$ cat src/sv/arm_instruction_flow_classifier_core_defines.svh
// Assertion macros shared by the flow classifier RTL.
`ifndef ARM_INSTRUCTION_FLOW_CLASSIFIER_CORE_DEFINES_SVH
`define ARM_INSTRUCTION_FLOW_CLASSIFIER_CORE_DEFINES_SVH

// Same-cycle implication, checked outside reset.
`define AIFC_ASSERT_SAME(label, clk, rst_n, ante, cons, msg) \
    label: assert property (@(posedge clk) disable iff (!(rst_n)) (ante) |-> (cons)) \
        else $error(msg);

// Next-cycle implication, checked outside reset.
`define AIFC_ASSERT_NEXT(label, clk, rst_n, ante, cons, msg) \
    label: assert property (@(posedge clk) disable iff (!(rst_n)) (ante) |=> (cons)) \
        else $error(msg);

`endif

$ cat src/sv/aifc_pkg.sv
// Types and constants of the ARM instruction flow classifier.
package aifc_pkg;

    // Control-flow class codes.
    typedef enum logic [3:0] {
        FC_LINEAR = 4'd0,
        FC_LOAD   = 4'd1,
        FC_STORE  = 4'd2,
        FC_STACK  = 4'd3,
        FC_CASE   = 4'd4,
        FC_RET    = 4'd5,
        FC_CRET   = 4'd6,
        FC_BR     = 4'd7,
        FC_CBR    = 4'd8,
        FC_CALLR  = 4'd9,
        FC_CCALLR = 4'd10,
        FC_B      = 4'd11,
        FC_CB     = 4'd12,
        FC_CALL   = 4'd13,
        FC_CCALL  = 4'd14,
        FC_UNDEF  = 4'd15
    } t_flow_class;

    // Register select (bit 3 of the byte address).
    localparam logic REG_IMAGE_BASE   = 1'b0;
    localparam logic REG_IMAGE_LENGTH = 1'b1;

    localparam int PADDR_W = 4;
    localparam int PDATA_W = 64;

    // Encoding masks and patterns.
    localparam logic [31:0] MASK_CASE    = 32'h0fff_fff0;
    localparam logic [31:0] PAT_CASE     = 32'h008f_f100;
    localparam logic [31:0] MASK_FULL    = 32'h0fff_ffff;
    localparam logic [31:0] PAT_BX_LR    = 32'h012f_ff1e;
    localparam logic [31:0] PAT_MOV_LR   = 32'h01a0_f00e;
    localparam logic [31:0] PAT_MOV_REG  = 32'h01a0_f000;
    localparam logic [31:0] MASK_IMM_PC  = 32'h0f3f_f000;
    localparam logic [31:0] PAT_IMM_PC   = 32'h020f_f000;
    localparam logic [31:0] MASK_MSR_UND = 32'h0fb0_0000;
    localparam logic [31:0] PAT_MSR_UND  = 32'h0300_0000;
    localparam logic [31:0] MASK_POP_PC  = 32'h0fff_f000;
    localparam logic [31:0] PAT_POP_PC   = 32'h049d_f000;
    localparam logic [31:0] MASK_LIT_PC  = 32'h0f7f_f000;
    localparam logic [31:0] PAT_LIT_PC   = 32'h051f_f000;

    // Input transaction.
    typedef struct packed {
        logic [31:0] instr_word;
        logic [31:0] instr_address;
    } t_instr_in;

    // Result transaction.
    typedef struct packed {
        t_flow_class flow_class;
        logic [31:0] target;
        logic        target_valid;
        logic        target_is_pool;
    } t_flow_out;

endpackage

$ cat src/sv/arm_instruction_flow_classifier_core.sv
// Top level: three-stage pipelined ARM control-flow classifier with APB registers.
//
//  Channel   Signals                                   Direction
//  --------  ----------------------------------------  ---------
//  in        i_in_valid / o_in_ready / i_in_data       into block
//  out       o_out_valid / i_out_ready / o_out_data    out of block
//  config    psel penable pwrite paddr pwdata prdata   APB slave
//
// One instruction is accepted every cycle unless a full pipeline is held by a
// stalled output: stage 1 checks the image bounds, stage 2 decodes, stage 3 adds
// the branch or pool offset into the output register.
// Reset clears the stage valid bits and both registers to zero.
// A stalled output stage holds; upstream stages keep filling their empty slots.
// Registers sit at byte addresses 0 (image_base) and 8 (image_length); only
// address bit 3 is decoded.
`include "arm_instruction_flow_classifier_core_defines.svh"

module arm_instruction_flow_classifier_core (
    input  logic                                i_clk,
    input  logic                                i_rst_n,
    input  logic                                i_in_valid,
    output logic                                o_in_ready,
    input  aifc_pkg::t_instr_in                 i_in_data,
    output logic                                o_out_valid,
    input  logic                                i_out_ready,
    output aifc_pkg::t_flow_out                 o_out_data,
    input  logic                                psel,
    input  logic                                penable,
    input  logic                                pwrite,
    input  logic [aifc_pkg::PADDR_W-1:0]        paddr,
    input  logic [aifc_pkg::PDATA_W-1:0]        pwdata,
    output logic [aifc_pkg::PDATA_W-1:0]        prdata,
    output logic                                pready
);

    // Configuration registers.
    logic [31:0] r_image_base;
    logic [32:0] r_image_length;
    logic        cfg_wr;

    assign pready = 1'b1;
    assign cfg_wr = psel && penable && pwrite;

    always_ff @(posedge i_clk) begin
        if (!i_rst_n) begin
            r_image_base   <= '0;
            r_image_length <= '0;
        end else if (cfg_wr) begin
            case (paddr[3])
                aifc_pkg::REG_IMAGE_BASE:   r_image_base   <= pwdata[31:0];
                aifc_pkg::REG_IMAGE_LENGTH: r_image_length <= pwdata[32:0];
                default:                    r_image_base   <= r_image_base;
            endcase
        end
    end

    // Register read data.
    always_comb begin
        case (paddr[3])
            aifc_pkg::REG_IMAGE_BASE:   prdata = {32'd0, r_image_base};
            aifc_pkg::REG_IMAGE_LENGTH: prdata = {31'd0, r_image_length};
            default:                    prdata = '0;
        endcase
    end

    // Stage handshake: a stage loads when it is empty or its contents move on.
    logic r_v1, r_v2, r_v3;
    logic rdy1, rdy2, rdy3;

    assign rdy3       = !r_v3 || i_out_ready;
    assign rdy2       = !r_v2 || rdy3;
    assign rdy1       = !r_v1 || rdy2;
    assign o_in_ready = rdy1;

    always_ff @(posedge i_clk) begin
        if (!i_rst_n) begin
            r_v1 <= 1'b0;
            r_v2 <= 1'b0;
            r_v3 <= 1'b0;
        end else begin
            if (rdy1) r_v1 <= i_in_valid;
            if (rdy2) r_v2 <= r_v1;
            if (rdy3) r_v3 <= r_v2;
        end
    end

    // Stage 1: image bounds and alignment of the instruction address.
    logic [33:0] s1_addr_ext;
    logic [33:0] s1_limit;
    logic        n_ok;
    logic [31:0] r_w1;
    logic [31:0] r_pc1;
    logic        r_ok1;

    assign s1_addr_ext = {2'b00, i_in_data.instr_address};
    assign s1_limit    = {2'b00, r_image_base} + {1'b0, r_image_length};
    assign n_ok = (s1_addr_ext >= {2'b00, r_image_base})
               && ((s1_addr_ext + 34'd1) < s1_limit)
               && (i_in_data.instr_address[1:0] == 2'b00);

    always_ff @(posedge i_clk) begin
        if (rdy1) begin
            r_w1  <= i_in_data.instr_word;
            r_pc1 <= i_in_data.instr_address;
            r_ok1 <= n_ok;
        end
    end

    // Stage 2: instruction decode and offset selection.
    logic [31:0]          w;
    logic                 unc;
    logic [2:0]           icls;
    logic [3:0]           opc;
    logic                 sl, b4, b7, b15, b24, up, cond_nv;
    logic [3:0]           rn, rd, rm;
    logic [31:0]          lit_off;
    aifc_pkg::t_flow_class n_cls;
    logic [31:0]          n_off;
    logic                 n_tv, n_pool, n_blx;

    assign w       = r_w1;
    assign unc     = (w[31:29] == 3'b111);
    assign cond_nv = (w[31:28] == 4'hf);
    assign icls    = w[27:25];
    assign opc     = w[24:21];
    assign rn      = w[19:16];
    assign rd      = w[15:12];
    assign rm      = w[3:0];
    assign sl      = w[20];
    assign up      = w[23];
    assign b4      = w[4];
    assign b7      = w[7];
    assign b15     = w[15];
    assign b24     = w[24];
    assign lit_off = up ? {20'd0, w[11:0]} : (32'd0 - {20'd0, w[11:0]});

    always_comb begin
        n_cls  = aifc_pkg::FC_LINEAR;
        n_off  = '0;
        n_tv   = 1'b0;
        n_pool = 1'b0;
        n_blx  = 1'b0;
        if (!r_ok1) begin
            n_cls = aifc_pkg::FC_UNDEF;
        end else if ((w & aifc_pkg::MASK_CASE) == aifc_pkg::PAT_CASE) begin
            n_cls = aifc_pkg::FC_CASE;
        end else if (((w & aifc_pkg::MASK_FULL) == aifc_pkg::PAT_BX_LR)
                  || ((w & aifc_pkg::MASK_FULL) == aifc_pkg::PAT_MOV_LR)) begin
            n_cls = unc ? aifc_pkg::FC_RET : aifc_pkg::FC_CRET;
        end else if (((w & aifc_pkg::MASK_CASE) == aifc_pkg::PAT_MOV_REG)
                  || ((w & aifc_pkg::MASK_IMM_PC) == aifc_pkg::PAT_IMM_PC)) begin
            n_cls = unc ? aifc_pkg::FC_BR : aifc_pkg::FC_CBR;
        end else if (icls == 3'd0 && !sl && opc[3:2] == 2'b10 && (!b4 || !b7)) begin
            // Miscellaneous space: BX, BLX register, everything else is linear.
            if (w[22:21] == 2'd1 && w[7:4] == 4'd1) begin
                if (rm == 4'he) n_cls = unc ? aifc_pkg::FC_RET : aifc_pkg::FC_CRET;
                else            n_cls = unc ? aifc_pkg::FC_BR : aifc_pkg::FC_CBR;
            end else if (w[22:21] == 2'd1 && w[7:4] == 4'd3) begin
                n_cls = unc ? aifc_pkg::FC_CALLR : aifc_pkg::FC_CCALLR;
            end
        end else if (icls == 3'd0 && b4 && b7) begin
            n_cls = aifc_pkg::FC_LINEAR;
        end else if (icls == 3'd0) begin
            if (rd == 4'hf) n_cls = unc ? aifc_pkg::FC_BR : aifc_pkg::FC_CBR;
        end else if ((w & aifc_pkg::MASK_MSR_UND) == aifc_pkg::PAT_MSR_UND) begin
            n_cls = aifc_pkg::FC_UNDEF;
        end else if (icls == 3'd1 && (opc & 4'hd) == 4'h9 && !sl && rd == 4'hf) begin
            n_cls = aifc_pkg::FC_LINEAR;
        end else if (icls == 3'd1) begin
            // A conditional immediate write to pc stays linear.
            if (rd == 4'hf && unc) n_cls = aifc_pkg::FC_BR;
        end else if (icls == 3'd3 && b4) begin
            n_cls = aifc_pkg::FC_UNDEF;
        end else if (w[31:27] == 5'b11110) begin
            n_cls = aifc_pkg::FC_UNDEF;
        end else if (icls == 3'd4 && cond_nv) begin
            n_cls = aifc_pkg::FC_UNDEF;
        end else if ((w & aifc_pkg::MASK_POP_PC) == aifc_pkg::PAT_POP_PC) begin
            n_cls = unc ? aifc_pkg::FC_RET : aifc_pkg::FC_CRET;
        end else if ((w & aifc_pkg::MASK_LIT_PC) == aifc_pkg::PAT_LIT_PC) begin
            // Literal-pool load into pc; the address is aligned, so the offset
            // alone decides pool alignment.
            if (lit_off[1:0] != 2'b00) begin
                n_cls = aifc_pkg::FC_UNDEF;
            end else begin
                n_cls  = unc ? aifc_pkg::FC_B : aifc_pkg::FC_CB;
                n_off  = lit_off;
                n_tv   = 1'b1;
                n_pool = 1'b1;
            end
        end else if (icls == 3'd2 || icls == 3'd3) begin
            if (rd == 4'hf)      n_cls = unc ? aifc_pkg::FC_BR : aifc_pkg::FC_CBR;
            else if (rn == 4'hd) n_cls = aifc_pkg::FC_LINEAR;
            else                 n_cls = sl ? aifc_pkg::FC_LOAD : aifc_pkg::FC_STORE;
        end else if (icls == 3'd4 && sl && b15) begin
            n_cls = unc ? aifc_pkg::FC_RET : aifc_pkg::FC_CRET;
        end else if (icls == 3'd4) begin
            if (rn == 4'hd) n_cls = aifc_pkg::FC_STACK;
            else            n_cls = sl ? aifc_pkg::FC_LOAD : aifc_pkg::FC_STORE;
        end else if (icls == 3'd5) begin
            // Direct branch: 24-bit word offset, halfword bit for BLX.
            n_off = {{6{w[23]}}, w[23:0], (cond_nv & b24), 1'b0};
            n_tv  = 1'b1;
            if (cond_nv) begin
                n_cls = aifc_pkg::FC_CALL;
                n_blx = 1'b1;
            end else if (!b24) begin
                n_cls = unc ? aifc_pkg::FC_B : aifc_pkg::FC_CB;
            end else begin
                n_cls = unc ? aifc_pkg::FC_CALL : aifc_pkg::FC_CCALL;
            end
        end else if (w[31:24] == 8'hff) begin
            n_cls = aifc_pkg::FC_UNDEF;
        end
    end

    aifc_pkg::t_flow_class r_cls2;
    logic [31:0]           r_off2;
    logic [31:0]           r_pc8;
    logic                  r_tv2, r_pool2, r_blx2;

    always_ff @(posedge i_clk) begin
        if (rdy2) begin
            r_cls2  <= n_cls;
            r_off2  <= n_off;
            r_pc8   <= r_pc1 + 32'd8;
            r_tv2   <= n_tv;
            r_pool2 <= n_pool;
            r_blx2  <= n_blx;
        end
    end

    // Stage 3: target add into the output register.
    aifc_pkg::t_flow_out n_out;
    aifc_pkg::t_flow_out r_out;

    always_comb begin
        n_out.flow_class     = r_cls2;
        n_out.target_valid   = r_tv2;
        n_out.target_is_pool = r_pool2;
        n_out.target         = '0;
        if (r_tv2) begin
            n_out.target = (r_pc8 + r_off2) | {31'd0, r_blx2};
        end
    end

    always_ff @(posedge i_clk) begin
        if (rdy3) begin
            r_out <= n_out;
        end
    end

    assign o_out_valid = r_v3;
    assign o_out_data  = r_out;

    // Checks on the pipeline and the result encoding.
    `AIFC_ASSERT_SAME(a_pool_has_target, i_clk, i_rst_n,
        o_out_valid && o_out_data.target_is_pool, o_out_data.target_valid,
        "Pool flag without a valid target.")
    `AIFC_ASSERT_SAME(a_pool_aligned, i_clk, i_rst_n,
        o_out_valid && o_out_data.target_is_pool, o_out_data.target[1:0] == 2'b00,
        "Literal-pool address is not word aligned.")
    `AIFC_ASSERT_SAME(a_target_class, i_clk, i_rst_n,
        o_out_valid && o_out_data.target_valid,
        (o_out_data.flow_class == aifc_pkg::FC_B) || (o_out_data.flow_class == aifc_pkg::FC_CB)
        || (o_out_data.flow_class == aifc_pkg::FC_CALL)
        || (o_out_data.flow_class == aifc_pkg::FC_CCALL),
        "Target given for a class without a direct destination.")
    `AIFC_ASSERT_NEXT(a_stage2_holds, i_clk, i_rst_n,
        r_v2 && r_v3 && !i_out_ready, r_v2 && $stable(r_cls2) && $stable(r_off2),
        "Decode stage changed while the output stage was stalled.")
    `AIFC_ASSERT_NEXT(a_accept_fills, i_clk, i_rst_n,
        i_in_valid && o_in_ready, r_v1,
        "Accepted transaction did not enter the first stage.")

endmodule
$ cat config.mk
export PLATFORM = sky130hd
export DESIGN_NAME = arm_instruction_flow_classifier_core
export DESIGN_NICKNAME = d
export VERILOG_FILES = /design/src/sv/aifc_pkg.sv /design/src/sv/arm_instruction_flow_classifier_core.sv
export VERILOG_INCLUDE_DIRS = /design/src /design/src/sv
export SDC_FILE = /design/constraint.sdc
export NUM_CORES = 1
export LEC_CHECK = 0
export ABC_AREA = 1
export BUFFER_PORTS_ARGS = -buffer_cell sky130_fd_sc_hd__buf_2
export CAP_MARGIN = 30
export CORE_UTILIZATION = 41
export CTS_CLUSTER_DIAMETER = 50
export DETAILED_ROUTE_END_ITERATION = 10
export PLACE_DENSITY = 0.63
export SLEW_MARGIN = 25
export SYNTH_ARGS = -nofsm -noshare
export SYNTH_HDL_FRONTEND = slang
export SYNTH_SLANG_ARGS = --single-unit
export TNS_END_PERCENT = 50
$ cat constraint.sdc
create_clock -name i_clk -period 6.8 [get_ports i_clk]
set_input_delay 1.7 -clock i_clk [delete_from_list [all_inputs] [get_ports i_clk]]
set_output_delay 1.7 -clock i_clk [all_outputs]
set_load 0.005 [all_outputs]
==> After elaboration in Yosys (flattened, before gate mapping) <==
Index checks and enable logic that the tools add are counted.
{ "word_totals": {"ff_bits": 242, "output_inout_bits": 105, "elab_cells": 149} }
{ "op_classes": {"n_addsub": 5, "order_cmp": 2, "eq_ne": 25, "mux": 51, "bitwise_logic": 6, "reduce_logical": 41} }
{ "ops": {"columns": ["cell", "n"], "rows": [
  ["32-bit 2-to-1 mux", 7],
  ["64-bit case mux with 2 select lines", 1],
  ["4-bit 2-to-1 mux", 25],
  ["28-bit by 25-bit == test with 1-bit output, second input constant", 2],
  ["32-bit by 33-bit adder with 34-bit output", 1],
  ["33-bit by 34-bit less-than comparator with 1-bit output", 1],
  ["32-bit by 1-bit adder with 33-bit output, second input constant", 1],
  ["32-bit adder", 1],
  ["32-bit by 4-bit adder with 32-bit output, second input constant", 1],
  ["32-bit >= comparator", 1],
  ["32-bit by 1-bit bitwise OR with 32-bit output", 1],
  ["24-bit by 20-bit == test with 1-bit output, second input constant", 1],
  ["24-bit by 21-bit == test with 1-bit output, second input constant", 1],
  ["1-bit logical AND", 19],
  ["19-bit OR reduction", 1],
  ["16-bit by 15-bit == test with 1-bit output, second input constant", 1],
  ["4-bit == test, second input constant", 4],
  ["15-bit by 14-bit == test with 1-bit output, second input constant", 1],
  ["3-bit 2-to-1 mux", 5],
  ["15-bit OR reduction", 1],
  ["14-bit by 12-bit == test with 1-bit output, second input constant", 1],
  ["14-bit OR reduction", 1],
  ["1-bit by 12-bit subtractor with 13-bit output, first input constant", 1],
  ["3-bit == test, second input constant", 4],
  ["20 further kinds", 47]
]} }

==> Logic depth before layout (Yosys ltp) <==
Gate-level depths: netlist of run 1.
{ "logic_depth": {"ltp_word": 22, "mapped_depth": 28, "ltp_nobuf": 28} }

==> Worst setup path after synthesis of run 1 <==
OpenSTA, ideal clock, no wires.
{ "synth_path": {"kind": "input to output", "startpoint": "in i_out_ready", "endpoint": "out o_in_ready", "arrival_time_ps": 4229, "t_required_ps": 5100, "path_slack_ps": 871, "path_stages": 4, "cell_sequence": "inv_1 nand2_1 nor2_1 nand2_1"} }
{ "synth_between": {"elab_chain_cells": 3} }
{ "synth_rtl": {"columns": ["element", "line_no", "source"], "rows": [
  ["from (decl)", "arm_instruction_flow_classifier_core.sv:25", "input logic i_out_ready,"],
  ["1-bit logical OR", "arm_instruction_flow_classifier_core.sv:70", "assign rdy3 = !r_v3 || i_out_ready;"],
  ["net rdy3", "arm_instruction_flow_classifier_core.sv:68", "logic rdy1, rdy2, rdy3;"],
  ["1-bit logical OR", "arm_instruction_flow_classifier_core.sv:71", "assign rdy2 = !r_v2 || rdy3;"],
  ["1-bit logical OR", "arm_instruction_flow_classifier_core.sv:72", "assign rdy1 = !r_v1 || rdy2;"],
  ["to (decl)", "arm_instruction_flow_classifier_core.sv:22", "output logic o_in_ready,"]
]} }
The timed path passes the listed nets, and every way through them passes these cells.

==> Worst setup path in the final report of run 1 <==
Ends and elaborated chain as after synthesis.

==> results.txt, run 1 <==
The run finished with clean final reports. After clock tree synthesis, the clock-pin slew on the worst setup and hold paths is 60 ps. Between clock sinks in the finished design, the worst skew comes to 18.7 ps. At the worst endpoint, the arrival time is 3160 ps. The number of buffers added on ports is 177, and the total power density per cell area is 207 nW/µm².

Headroom to the max-slew limit came out at 38.6%. Entering global routing, the biggest net connects 68 pins. The signal on the critical path passes through buf_2, inv_1, nand2_2, nor2_1, nand2_2, buf_2. The fraction of registers with async set/reset is 0%, and the total overflow reported by the global router is 0. Derived from the worst setup path, the maximum achievable clock frequency is 206 MHz. In the routed design, unresolved DRC markers number 0. The number of post-CTS setup repair buffers was 0. The longest individual stage delay on the worst path was 480 ps; the synthesized area per cell was 8.20 µm². The fraction of post-synthesis cell area in the top cell type by area is 32.2%. For the overall track demand over capacity in global routing, the log shows 21.3%. The final period demand of the worst path works out to 4860 ps. The count of TritonRoute iterations in the first routing pass is 5.

The library cell used as clock root buffer is sky130_fd_sc_hd__clkbuf_16. For the number of global-route vias before repair, the log shows 12.8k. The logs give 39000 µm² for the area enclosed by the die boundary and 30 for the number of buffers added by the clock tree synthesis step. After clock tree synthesis, the repair step resized 0 gates. The height of the die came out at 198 µm. The clock passes through at most 3 buffers. At the end of the flow, the number of nets in the layout was 2367. The detail route stage leaves a number of antenna-violating nets equal to 0. The final RePlAce weighted congestion is 0.908, and the sequential cell area fraction in the yosys report is 40.9%. The number of buffers and inverters on the critical path came out at 3.

Setup repair after global routing left no endpoint under its margin. The tools report the clock sink count as 236. STA classifies the critical path endpoint as an output pin. The fraction of layout instances using a drive strength above 1 is 12.9%, and the detailed router's first-iteration violation count is 698. The cell family contributing the most delay on the critical path is simple AND/OR/NAND/NOR gates.

The class of the most critical setup path is in2out. For this configuration, the core starts out at a cell density of 41.6%. The hold buffer count at cts came out at 0. The final design instance area without fill was 18100 µm²; the total power was 3.74 mW. The average routed wire per standard cell is 15.8 µm, and the placement row count is 71. The logs give 15700 µm² for the synthesized cell area and 1912 for the cell count after synthesis. Count of pins over their slew limit: 0.

For the number of different library cells in the post-synthesis netlist, the log shows 56. The commonest cells after synthesis are sky130_fd_sc_hd__nand2_1 (312), sky130_fd_sc_hd__inv_1 (236), sky130_fd_sc_hd__nor2_1 (209). For this design, the slowest cell found on the critical path is sky130_fd_sc_hd__nand2_2.

The per-cell via count in the routed design works out to 5.10. The run gives 0 as the number of hold violations in the final report. The count of state elements after synthesis works out to 236. The run gives 17000 µm² as the placed standard-cell area.

The number of warnings printed during yosys synthesis is 0, and the total leakage power is 8.32 nW. For the worst-skew pair, the clock arrives at the later sink with an insertion delay of 570 ps. The core region is 37700 µm².

The tools report the initial antenna violation count as 1. The type of the most critical hold path is reg2reg. The run gives 33600 µm as the total half-perimeter wirelength after legalization and detailed placement.

The dominant cell by count in the synthesized netlist was sky130_fd_sc_hd__nand2_1. STA classifies the critical path startpoint as an input pin. The tool flagged a number of max-cap violations equal to 0. For this run, the share of the core covered by cells in the final layout is 48.1%. The number of top-level pins was 244; the total wire length after detailed routing was 41600 µm. The synthesized design contains 168 enable-type register cells.

The tools report the smallest hold slack as 420 ps. In the post-synthesis netlist, the biggest area contributors are sky130_fd_sc_hd__edfxtp_1 (32%), sky130_fd_sc_hd__ha_1 (11%), sky130_fd_sc_hd__dfxtp_1 (8.7%). The logs give 5100 ps for the data required time at the worst endpoint and 0 ps for the setup TNS. The count of final setup violators came out at 0. The total via count after detailed routing is 13.4k, and the horizontal die dimension is 198 µm. The tools report the H-tree level count as 1. Most area-hungry cell type in the Yosys netlist: sky130_fd_sc_hd__edfxtp_1.

The primary flip-flop cell chosen by synthesis mapping was sky130_fd_sc_hd__edfxtp_1. After layout, the worst path uses 71.5% of the clock period. In this run the worst path has a maximum fanout of 40. TritonCTS built the clock tree. The first global-routing pass estimated 65600 µm of wire. The area growth from synthesis to layout is 15.5%. VDD sags by at most 0.000232 V. At the pin with the least slew margin, the transition time is 918 ps.
==> power by group <==
| group | total, mW | switching [mW] | internal [mW] |
|---|---|---|---|
| logic | 0.406 | 0.255 | 0.151 |
| registers | 1.64 | 0.0485 | 1.59 |
| clock network | 1.70 | 0.627 | 1.07 |
==> layout make-up <==
| class | count | area, µm² |
|---|---|---|
| antenna | 1 | 2.50 |
| clock buffer | 36 | 795 |
| clock inverter | 20 | 283 |
| fill | 3736 | 19500 |
| inverter | 239 | 897 |
| multi-input combinational | 1399 | 8120 |
| sequential | 236 | 6410 |
| tap | 511 | 639 |
| timing repair buffer | 185 | 976 |
==> per-layer routing <==
metal	track usage [%]	up-vias	wire, µm
met2	36.8	309	19800
li1	-	6848	-
met3	2.46	73	1860
met5	0	-	0
met4	7.03	0	1150
met1	27.4	6179	18700
==> cells in the final DEF (no fill, tap or decap), types with 9 or more instances in the layout <==
cell type	Yosys	routed
sky130_fd_sc_hd__a21oi_1	172	172
sky130_fd_sc_hd__a31oi_1	9	9
sky130_fd_sc_hd__buf_2	1	176
sky130_fd_sc_hd__clkbuf_16	0	31
sky130_fd_sc_hd__conb_1	2	32
sky130_fd_sc_hd__dfxtp_1	68	68
sky130_fd_sc_hd__edfxtp_1	168	168
sky130_fd_sc_hd__ha_1	135	135
sky130_fd_sc_hd__inv_1	236	235
sky130_fd_sc_hd__nand2_1	312	310
sky130_fd_sc_hd__nand3_1	52	52
sky130_fd_sc_hd__nand4_1	30	30
sky130_fd_sc_hd__nor2_1	209	209
sky130_fd_sc_hd__nor3_1	37	37
sky130_fd_sc_hd__nor4_1	20	20
sky130_fd_sc_hd__o211ai_1	9	9
sky130_fd_sc_hd__o21a_1	14	14
sky130_fd_sc_hd__o21ai_0	193	193
sky130_fd_sc_hd__xnor2_1	30	30
sky130_fd_sc_hd__xor2_1	61	61
==> through the flow <==
step,setup WS (ps),std cells
final,1940,2627
after global routing,1780,2627
after CTS,1860,2625
after detailed placement,1550,2569
after global placement,1600,2568
after floorplan,871,1942
==> logic make-up (layout without fill, tap and decap cells) <==
| logic type | count (synthesis) | count (layout) | synth area share [%] |
|---|---|---|---|
| buf+inv | 307 | 480 | 8.12 |
| other cells | 2 | 33 | 0.0479 |
| compound gates | 440 | 440 | 15.2 |
| xor+xnor | 92 | 92 | 5.19 |
| fa+ha+maj | 137 | 137 | 11.0 |
| simple gates | 698 | 698 | 19.6 |
| flops | 236 | 236 | 40.9 |
==> sequential cells by signal (all words and copies together) (netlist names), 4 cells and up <==
register        count
r_pc8              32
r_cls2              4
r_w1               32
r_pc1              32
o_out_data         38
r_image_length     33
r_off2             26
r_image_base       32
==> path summary, 6_finish.rpt <==
kind / start / endpoint / slack, ps / depth (start not counted)
hold reg to reg: r_pool2 / o_out_data[0] / 420 / 0
setup reg to reg: r_image_base[0] / r_ok1 / 2180 / 26
setup / recovery: i_out_ready / o_in_ready / 1940 / 6
hold / removal: r_pool2 / o_out_data[0] / 420 / 0
==> worst register-to-register path: stages, from the launching register on <==
cell	delay (ps)
sky130_fd_sc_hd__dfxtp_1	500
sky130_fd_sc_hd__ha_1	290
sky130_fd_sc_hd__inv_1	80
sky130_fd_sc_hd__fa_1	410
sky130_fd_sc_hd__o21ai_1	240
sky130_fd_sc_hd__a21oi_1	200
sky130_fd_sc_hd__o21ai_1	410
sky130_fd_sc_hd__a21oi_1	170
sky130_fd_sc_hd__o21ai_0	420
sky130_fd_sc_hd__xnor2_1	150
sky130_fd_sc_hd__ha_1	290
sky130_fd_sc_hd__nand2_1	40
sky130_fd_sc_hd__nor2_1	100
sky130_fd_sc_hd__and2_1	150
sky130_fd_sc_hd__nand2_1	50
sky130_fd_sc_hd__nor2_1	90
sky130_fd_sc_hd__nor2_1	50
sky130_fd_sc_hd__nand3_1	90
sky130_fd_sc_hd__nand2_1	70
sky130_fd_sc_hd__nand2_1	70
sky130_fd_sc_hd__nand2_1	60
sky130_fd_sc_hd__nand2_1	70
sky130_fd_sc_hd__nand2_1	40
sky130_fd_sc_hd__nand2_1	50
sky130_fd_sc_hd__nand2_1	40
sky130_fd_sc_hd__nand2_1	130
sky130_fd_sc_hd__a21oi_1	80
Power figures use the tool's default switching activity.
==> run 2: changes to the inputs <==
- clock period: 6.8 -> 4.97 ns (I/O delays scaled with it)
==> run 2 against run 1 <==
- non-clock buffer count up 4
- flip-flop and latch count unchanged
- worst setup slack worse by 1200 ps
- sequential power up 37%
- final area up 1.1%
- critical path depth up 20
- register-to-register slack worse by 1400 ps
- utilization up 0.53 points
- first-iteration DRC count up 5.4%
- combinational power up 37%
- via count up 0.73%
- largest cell class unchanged
- largest power group unchanged
==> results.txt, run 2 (synthesis results as in run 1) <==
Start of the worst register-to-register path: r_image_length[0]. The height of the die is 198 µm. The tools report the core outline area as 37700 µm².

In this run the remaining antenna-violating nets after routing total 0. In this run the worst setup path begins at r_image_length[0]. The critical path in this run is classified as reg2reg. Setup violations remaining at the end of the flow were counted as 0.

The fraction of layout instances using a drive strength above 1 works out to 13.4%. In this run the power density over the cells is 297 nW/µm². The area added between synthesis and finish is 16.8%, and the worst-margin pin slew is 868 ps. The run gives 0 as the DRC violations left. The horizontal die dimension is 198 µm, and the setup TNS is 0 ps. The later pin in the worst-skew pair is clocked with a latency of 530 ps. The data required time at the worst endpoint is 5240 ps. The path class of the tightest hold or removal check is reg2reg. On the final layout, the worst clock skew is 18.3 ps.

Prior to clock tree synthesis, the placed netlist has a worst setup slack of 302 ps. Summed over all cells, the static leakage comes to 8.42 nW. In this run, placement finished with an instance count of 2573. The overall track demand over capacity in global routing was 21.8%; the global-route wire length before repair was 67300 µm. For the number of global-route vias before repair, the log shows 13.2k.

TritonCTS built the clock tree. Number of buffers and inverters on the critical path: 1. For the placement row count, the log shows 71. Counting along the longest clock path gives a buffer depth of 3.

After detailed routing, the average wire length per cell comes to 15.9 µm. The pre-antenna-repair detailed-routing pass consisted of 6 iterations. The tools report the data arrival time of the worst path as 4510 ps. The number of post-CTS setup repair buffers is 0. The critical path depth was 26; the smallest hold slack was 417 ps. 244 I/O pins were placed. For the non-filler instance count after layout, the log shows 2638. Detailed routing inserted a total of 13.5k vias.

Library cell used as clock root buffer: sky130_fd_sc_hd__clkbuf_16. The tools report the detailed router's first-iteration violation count as 736. Among the stages of the critical path, the cell type that occurs most often is sky130_fd_sc_hd__nand2_1. The number of hold violations in the final report is 0. The completed layout was analyzed and its total power is 5.44 mW. The initial antenna violation count is 2. Placed standard-cell area: 17000 µm². In this run the register-to-register setup slack is 730 ps. STA classifies the critical path endpoint as a flip-flop. In the layout the commonest cells are sky130_fd_sc_hd__nand2_1 (310), sky130_fd_sc_hd__inv_1 (235), sky130_fd_sc_hd__nor2_1 (209). The initial utilization of the core area, before any placement, comes to 41.6%.

The maximum number of pins on one net before global-route repair is 68, and the hold buffer count at cts is 0. The final design instance area without fill is 18300 µm². The library cell used most frequently in the layout, excluding fill and tap cells, is sky130_fd_sc_hd__nand2_1. Of the available clock period, the critical path in the final layout requires 85.3%.

The count of pins over their slew limit came out at 0. The flip-flop count of the largest register after layout is 38. The wire-length estimate of the detail-placed layout is 33400 µm. The number of buffers added on ports is 177. For the fraction of the core area covered by cells at the end of the flow, the log shows 48.6%.

The clock-pin slew of the registers on the worst-case setup and hold paths came out at 60 ps. The highest net fanout along the worst path is 4. The largest individual stage delay along the critical path comes from the cell sky130_fd_sc_hd__fa_1.

After global routing the overflow that remains totals 0. On the worst path, the slowest cell contributes a delay of 400 ps. The final critical-path setup slack came out at 732 ps. The run gives 42.1% as the worst slew margin relative to its limit. The worst-case IR drop observed on VDD is 0.000258 V.

The area enclosed by the die boundary is 39000 µm². The run finished with clean final reports. Following the worst setup path forward leads to its endpoint at r_ok1. After the last flow step, the layout net total stands at 2376. The tools report the number of buffers added by the clock tree synthesis step as 35. The total wire length after detailed routing was 41900 µm; the number of gates resized after cts was 0.

Setup repair after global routing left no endpoint under its margin. Counting every sink on the clock net gives 236. Using the TritonRoute via totals, the vias-per-cell ratio works out to 5.12. The number of cells on the worst reg-to-reg path was 26. The endpoint identified for the worst register-to-register timing path is r_ok1.

For the final RePlAce weighted congestion, the log shows 0.893. The final period demand of the worst path is 4240 ps. Max-cap violations in this run came to 0. On the critical path the largest part of the delay comes from compound AO/OA/AOI/OAI gates.

The tools report the top achievable clock speed as 236 MHz. The H-tree was split into 2 levels. The worst setup path is launched from a flip-flop.
[run 2: changes by cell type in the layout (fill, tap and decap cells not counted)]
cell,previous run,this run
sky130_fd_sc_hd__inv_8,3,4
sky130_fd_sc_hd__clkbuf_16,31,37
sky130_fd_sc_hd__clkbuf_1,5,2
sky130_fd_sc_hd__buf_8,1,0
sky130_fd_sc_hd__clkinv_2,3,2
sky130_fd_sc_hd__inv_4,0,1
sky130_fd_sc_hd__inv_6,3,4
sky130_fd_sc_hd__diode_2,1,2
sky130_fd_sc_hd__buf_4,7,12
sky130_fd_sc_hd__clkinvlp_2,1,0
sky130_fd_sc_hd__clkbuf_8,0,1
sky130_fd_sc_hd__clkinvlp_4,2,3
[run 2: per-layer routing]
metal  routed length, µm  share of wire (%)  global-route usage [%]
met1               19200                 46                    28.4
met2               19900                 47                    37.1
met3                1950                4.7                    3.19
met4                 876                2.1                    7.12
met5                   0                  0                       0
[run 2: worst min-delay path by stage]
stage               from        endpoint  slack [ps]  cells past startpoint
2_1_floorplan    r_pool2   o_out_data[0]         400                      0
3_3_place_gp   r_cls2[2]  o_out_data[36]         410                      0
3_5_place_dp     r_pool2   o_out_data[0]         400                      0
4_1_cts          r_pool2   o_out_data[0]         420                      0
5_1_grt         r_pc1[0]        r_pc8[0]         430                      0
6_report         r_pool2   o_out_data[0]         420                      0
[run 2: worst register-to-register path: stages (launching register included)]
cell and delay (ps):
sky130_fd_sc_hd__dfxtp_1 350, sky130_fd_sc_hd__ha_1 280, sky130_fd_sc_hd__inv_1 90, sky130_fd_sc_hd__fa_1 400
sky130_fd_sc_hd__o21ai_1 220, sky130_fd_sc_hd__a21oi_1 180, sky130_fd_sc_hd__o21ai_1 340, sky130_fd_sc_hd__a21oi_1 160
sky130_fd_sc_hd__o21ai_0 390, sky130_fd_sc_hd__xnor2_1 130, sky130_fd_sc_hd__ha_1 290, sky130_fd_sc_hd__nand2_1 40
sky130_fd_sc_hd__nor2_1 100, sky130_fd_sc_hd__and2_1 160, sky130_fd_sc_hd__nand2_1 50, sky130_fd_sc_hd__nor2_1 80
sky130_fd_sc_hd__nor2_1 50, sky130_fd_sc_hd__nand3_1 80, sky130_fd_sc_hd__nand2_1 60, sky130_fd_sc_hd__nand2_1 70
sky130_fd_sc_hd__nand2_1 50, sky130_fd_sc_hd__nand2_1 60, sky130_fd_sc_hd__nand2_1 40, sky130_fd_sc_hd__nand2_1 50
sky130_fd_sc_hd__nand2_1 40, sky130_fd_sc_hd__nand2_1 130, sky130_fd_sc_hd__a21oi_1 80
[run 2: final cells by class]
class / instances / area [µm²]
diodes: 2 / 5.00
clock buffers: 40 / 947
clock inverters: 22 / 307
fillers: 3740 / 19300
inverters: 239 / 897
multi-input cells: 1399 / 8120
flip-flops and latches: 236 / 6410
well taps: 511 / 639
repair buffers: 189 / 998
[run 2: power by group]
group | internal [mW] | switching (mW) | total (mW)
registers | 2.18 | 0.0653 | 2.25
logic | 0.207 | 0.349 | 0.555
clock network | 1.70 | 0.941 | 2.64
